--- src/sv/ctp_pkg.sv ---
// Package with shared types, codes and defaults for the call time profiler.
package ctp_pkg;

   localparam int STACK_DEPTH_DEF   = 64;
   localparam int TABLE_ENTRIES_DEF = 256;
   localparam int TRACE_DEPTH_DEF   = 1024;
   localparam int TIME_BITS_DEF     = 48;
   localparam logic [10:0] TRACE_LIMIT_RESET = 11'd1024;

   typedef enum logic [2:0] {
      FUNC_START = 3'd0,
      FUNC_STOP  = 3'd1,
      FUNC_ENTER = 3'd2,
      FUNC_EXIT  = 3'd3,
      FUNC_RDTAB = 3'd4,
      FUNC_RDTRC = 3'd5
   } func_type;

   typedef enum logic [1:0] {
      ST_OK    = 2'd0,
      ST_STACK = 2'd1,
      ST_FULL  = 2'd2,
      ST_EMPTY = 2'd3
   } status_type;

   typedef enum logic [3:0] {
      S_IDLE,
      S_DECODE,
      S_FRAME,
      S_SEARCH,
      S_CHECK,
      S_UPDATE,
      S_READ,
      S_READ2,
      S_DONE
   } state_type;

   // Commands from the controller to the datapath.
   typedef struct packed {
      logic capture;
      logic do_start;
      logic do_stop;
      logic do_enter;
      logic rd_frame;
      logic exit_calc;
      logic scan_rd;
      logic scan_next;
      logic update;
      logic rd_out;
      logic rd_latch;
      logic respond;
   } cmd_type;

   // Status from the datapath to the controller.
   typedef struct packed {
      func_type func;
      logic     stack_empty;
      logic     stack_full;
      logic     active;
      logic     scan_done;
      logic     scan_hit;
   } stat_type;

endpackage

--- src/sv/ctp_ctrl.sv ---
// Controller state machine for the call time profiler.
module ctp_ctrl (
   input  logic              clock,
   input  logic              reset,
   input  logic              start,
   output logic              busy,
   input  ctp_pkg::stat_type stat,
   output ctp_pkg::cmd_type  cmd
);

   ctp_pkg::state_type state_ff, state_in;

   // State register.
   always_ff @(posedge clock) begin
      if (reset) begin
         state_ff <= ctp_pkg::S_IDLE;
      end else begin
         state_ff <= state_in;
      end
   end

   // Next state and commands.
   always_comb begin
      state_in = state_ff;
      cmd      = '0;
      busy     = (state_ff != ctp_pkg::S_IDLE);
      unique case (state_ff)
         ctp_pkg::S_IDLE: begin
            if (start) begin
               cmd.capture = 1'b1;
               state_in    = ctp_pkg::S_DECODE;
            end
         end
         ctp_pkg::S_DECODE: begin
            unique case (stat.func)
               ctp_pkg::FUNC_START: begin
                  cmd.do_start = 1'b1;
                  state_in     = ctp_pkg::S_DONE;
               end
               ctp_pkg::FUNC_STOP: begin
                  cmd.do_stop = 1'b1;
                  state_in    = ctp_pkg::S_DONE;
               end
               ctp_pkg::FUNC_ENTER: begin
                  cmd.do_enter = 1'b1;
                  state_in     = ctp_pkg::S_DONE;
               end
               ctp_pkg::FUNC_EXIT: begin
                  if (stat.stack_empty) begin
                     state_in = ctp_pkg::S_DONE;
                  end else begin
                     cmd.rd_frame = 1'b1;
                     state_in     = ctp_pkg::S_FRAME;
                  end
               end
               ctp_pkg::FUNC_RDTAB, ctp_pkg::FUNC_RDTRC: begin
                  cmd.rd_out = 1'b1;
                  state_in   = ctp_pkg::S_READ;
               end
               default: state_in = ctp_pkg::S_DONE;
            endcase
         end
         ctp_pkg::S_FRAME: begin
            cmd.exit_calc = 1'b1;
            cmd.scan_rd   = 1'b1;
            state_in      = ctp_pkg::S_SEARCH;
         end
         ctp_pkg::S_SEARCH: begin
            // Slot read is in flight; compare next cycle.
            state_in = ctp_pkg::S_CHECK;
         end
         ctp_pkg::S_CHECK: begin
            if (stat.scan_hit || stat.scan_done) begin
               state_in = ctp_pkg::S_UPDATE;
            end else begin
               cmd.scan_next = 1'b1;
               cmd.scan_rd   = 1'b1;
               state_in      = ctp_pkg::S_SEARCH;
            end
         end
         ctp_pkg::S_UPDATE: begin
            cmd.update = 1'b1;
            state_in   = ctp_pkg::S_DONE;
         end
         ctp_pkg::S_READ: begin
            state_in = ctp_pkg::S_READ2;
         end
         ctp_pkg::S_READ2: begin
            cmd.rd_latch = 1'b1;
            state_in     = ctp_pkg::S_DONE;
         end
         ctp_pkg::S_DONE: begin
            cmd.respond = 1'b1;
            state_in    = ctp_pkg::S_IDLE;
         end
         default: state_in = ctp_pkg::S_IDLE;
      endcase
   end

   // A response is given only on the way back to idle.
   assert property (@(posedge clock) disable iff (reset)
      cmd.respond |=> state_ff == ctp_pkg::S_IDLE)
      else $error("response not followed by idle");
   // A table update follows a finished or hitting scan.
   assert property (@(posedge clock) disable iff (reset)
      cmd.update |-> $past(stat.scan_hit || stat.scan_done))
      else $error("update without finished scan");
   // Items are taken only while idle.
   assert property (@(posedge clock) disable iff (reset)
      cmd.capture |-> !busy)
      else $error("capture while busy");

endmodule

--- config.mk ---
export PLATFORM = sky130hd
export DESIGN_NAME = ctp_ctrl
export DESIGN_NICKNAME = d
export VERILOG_FILES = /design/src/sv/ctp_pkg.sv /design/src/sv/ctp_ctrl.sv
export SDC_FILE = /design/constraint.sdc
export NUM_CORES = 1
export LEC_CHECK = 0
export BUFFER_PORTS_ARGS = -buffer_cell sky130_fd_sc_hd__buf_2
export CORE_AREA = 2 2 39 41
export CTS_CLUSTER_DIAMETER = 60
export DETAILED_ROUTE_END_ITERATION = 8
export DIE_AREA = 0 0 41 43
export GPL_TIMING_DRIVEN = 0
export SYNTH_ARGS = -nofsm -noshare
export SYNTH_HDL_FRONTEND = slang
export SYNTH_SLANG_ARGS = --single-unit
--- constraint.sdc ---
create_clock -name clock -period 1.97 [get_ports clock]
set_clock_uncertainty 0.15 [all_clocks]
set_input_delay 0.2955 -clock clock [delete_from_list [all_inputs] [get_ports clock]]
set_output_delay 0.2955 -clock clock [all_outputs]
set_load 0.1 [all_outputs]
==> impl_summary.log <==
[metrics] status: finished with violations
[metrics] violated checks: setup timing
[metrics] initial antenna violation count: 0
[metrics] Ports: 24
[metrics] FMAX: between 400 and 500 MHz
[metrics] biggest area consumer among synthesized cells: dfxtp_1
[metrics] horizontal die dimension: 41 µm
[metrics] source-to-sink clock delay at the later pin of the worst-skew pair: around 0.23 ns
[metrics] post-detailed-route count of antenna-violating nets: 0
[metrics] clock root buffer: clkbuf_4
[metrics] Hold Crit Class: input pin to register
[metrics] Area contributors post-synth: dfxtp_1, nor3_1, nor4b_4, nor2_1, nor3b_1
[metrics] Remaining DRCs: 0
[metrics] min-delay src: reset
[metrics] largest registers: state_ff (4)
[metrics] EDFF count, synth: 0
[metrics] worst-case headroom to the max-slew limit: between 50% and 60%
[metrics] count of input and output buffers: 21
[metrics] critical path fanouts, max: 4
[metrics] post-layout instance area: 788 µm²
[metrics] startpoint of the worst register-to-register path: state_ff[3]$_SDFFE_PP0P_
[metrics] Via-to-Cell Ratio: approximately 4.8
[metrics] Std-Cell Core Area: between 1000 and 1500 µm²
[metrics] Vias: 460
[metrics] cell count of the worst hold path: 4
[metrics] final net count: 92
[metrics] height of the chip: approximately 43 µm
[metrics] count of yosys warnings during synthesis: 0
[metrics] capturing point of the worst reg2reg path: state_ff[3]$_SDFFE_PP0P_
[metrics] number of sinks on the clock net: 4
[metrics] instance area at placement: between 500 and 600 µm²
[metrics] Post-Synthesis Net Count: 58
[metrics] synthesized area per cell: about 7.5 µm²
[metrics] minimum clock period: 2.01 ns
[metrics] DR WL/cell: 11.3 µm
[metrics] Largest register FFs: 4
[metrics] Primary FF master, synth: dfxtp_1
[metrics] total power consumption of the routed design: slightly below 400 µW
[metrics] endpoints failing setup: 4
[metrics] top cell type's share of synthesized area: 22.6%
[metrics] fraction of final layout cells sized beyond drive strength 1: a little over three fifths
[metrics] leading cell types in the layout, fill and taps excluded: buf_4, buf_2, buf_12
[metrics] cell depth of the worst flop-to-flop path: 5
[metrics] Cell Chain, Critical Path: buf_6 > nor4b_4 > nand2b_4 > nor3b_4 > buf_12
[metrics] Leakage Power: between 0.0003 and 0.0004 µW
[metrics] final hold viol count: 0
[metrics] delay contributed by the slowest stage of the critical path: 0.34 ns
[metrics] number of distinct library cells after synthesis: 21
[metrics] r2r setup slk: approximately 0.38 ns
[metrics] largest net degree at the start of global routing: 11
[metrics] critical path data required time: 1.52 ns
[metrics] Async SR Flop Fraction: 0%
[metrics] end of the worst hold path: state_ff[3]$_SDFFE_PP0P_
[metrics] CTS buffer count: 3
[metrics] Arr. time, crit path: ~1.6 ns
[metrics] max-slew violations: 0
[metrics] CTS H-tree lvls: 1
[metrics] slew of the pin with the lowest slew margin: about 0.65 ns
[metrics] post-synthesis instance total: 47
[metrics] number of global-route vias before repair: 431
[metrics] kind of critical path: register to output pin
[metrics] nature of the critical path endpoint: output pin
[metrics] drt first pass iters: 3
[metrics] number of max-cap violations: 0
[metrics] overall die area: between 1500 and 2000 µm²
[metrics] iteration-0 DRC count of the detailed router: 8
[metrics] cell area power density: between 400 and 500 nW/µm²
[metrics] FP Rows: 14
[metrics] unrepaired setup endpoints after global routing: true
[metrics] slack of the critical path: -0.0379 ns
[metrics] peak ir drop on the vdd network: slightly below 200 µV
[metrics] register ranked first by flip-flop count: state_ff
[metrics] total length of routed wires: ~1100 µm
[metrics] Worst setup SP type: register
[metrics] flip-flop and latch count after synthesis: 4
[metrics] Critical Path Slowest Stage Cell: nor4b_4
[metrics] total grt overflow: 0
[metrics] CTS tree: yes
[metrics] Max Root-Sink Buffers: 2
[metrics] routability congestion estimate from global placement: about 0.67
[metrics] GR Util All Layers: 14.7%
[metrics] Worst-path clk slew: roughly 0.040 ns
[metrics] initial standard-cell utilization of the core: about a quarter
[metrics] antenna cells: 0
[metrics] Seq/Total Area, Yosys: between 20% and 30%
[metrics] wire length of the first global-routing pass: about 1800 µm
[metrics] share of the clock period used by the worst path after layout: 102%
[metrics] Area Overhead vs Synth: 123%
[metrics] leading cell type in the layout, fill and taps excluded: buf_4
[metrics] post-synthesis instance area: about 350 µm²
[metrics] Detail Placement HPWL: just under 700 µm
## metrics by stage
step	instances	hold slack (ns)	worst slack [ns]	TNS, ns	utilization (%)
6_report	95	0.232	-0.0379	-0.135	57.0
2_1_floorplan	47	0.333	-0.241	-1.16	-
5_1_grt	95	0.258	-0.112	-0.433	57.0
3_5_place_dp	84	0.468	-0.0456	-0.126	42.7
4_1_cts	93	0.239	-0.0924	-0.239	54.3
3_3_place_gp	84	0.456	-0.0446	-0.122	42.7
## metal layers
metal  wire length (µm)  part of all wire (%)  vias up  global-route usage (%)
li1                   -                     -      232                       -
met1                450                    42      215                    17.3
met2                574                    54       13                    23.1
met3                 43                   4.0        0                    2.09
met4                  0                     0        0                    10.0
met5                  0                     0        -                       0
## worst max-delay path by stage
stage,startpoint,to,slack (ns),depth (start not counted)
final,state_ff[3]$_SDFFE_PP0P_,cmd[8],-0.04,5
after global routing,state_ff[2]$_SDFFE_PP0P_,cmd[9],-0.11,5
after CTS,state_ff[2]$_SDFFE_PP0P_,cmd[8],-0.09,5
after detailed placement,state_ff[3]$_SDFFE_PP0P_,cmd[8],-0.05,5
after global placement,state_ff[3]$_SDFFE_PP0P_,cmd[8],-0.04,5
after floorplan,state_ff[3]$_SDFFE_PP0P_,cmd[6],-0.24,3
## synth_stat cells (2+ instances only)
library cell	instances
dfxtp_1	4
or3b_1	2
nor3b_1	3
buf_2	3
nor2_1	6
o21ai_0	3
nor2b_1	2
a21oi_1	3
nor3_1	6
nand2_1	3
nand2b_1	2
## critical path, delay by kind of cell (launching register included)
family / cells / cell delay, ns
buffers and inverters: 2 / 0.32
DFF: 1 / 0.30
and+or+nand+nor: 3 / 0.71
## area by class of cell
cell class	instances	area (µm²)
Fill cell	124	596
Clock buffer	3	22.5
Tap cell	16	20.0
Timing Repair Buffer	29	274
Buffer	4	38.8
Sequential cell	4	80.1
Multi-Input combinational cell	39	353
## where the power goes
group | leakage, µW | internal (µW) | switching [µW]
combinational | 0.000294 | 67.9 | 136
clock | 0.0000138 | 68.1 | 33.4
sequential | 0.0000326 | 85.9 | 2.43
total | 0.000340 | 222 | 172
## what timing repair did
item,4_1_cts,5_1_grt
hold buffers,0,0
endpoints found under the setup margin,9,8
setup buffers,6,2
resized for setup,27,6
pin swaps,2,2
## cell families (layout without fill, tap and decap cells)
kind of cell,Yosys count,in the layout,synth area share [%]
AND/OR/NAND/NOR,31,31,56.2
AO/OA/AOI/OAI,7,7,11.0
flip-flops,4,4,22.6
buffers and inverters,4,36,7.42
multiplexers,1,1,2.83
(Power assumes the default switching activity.)
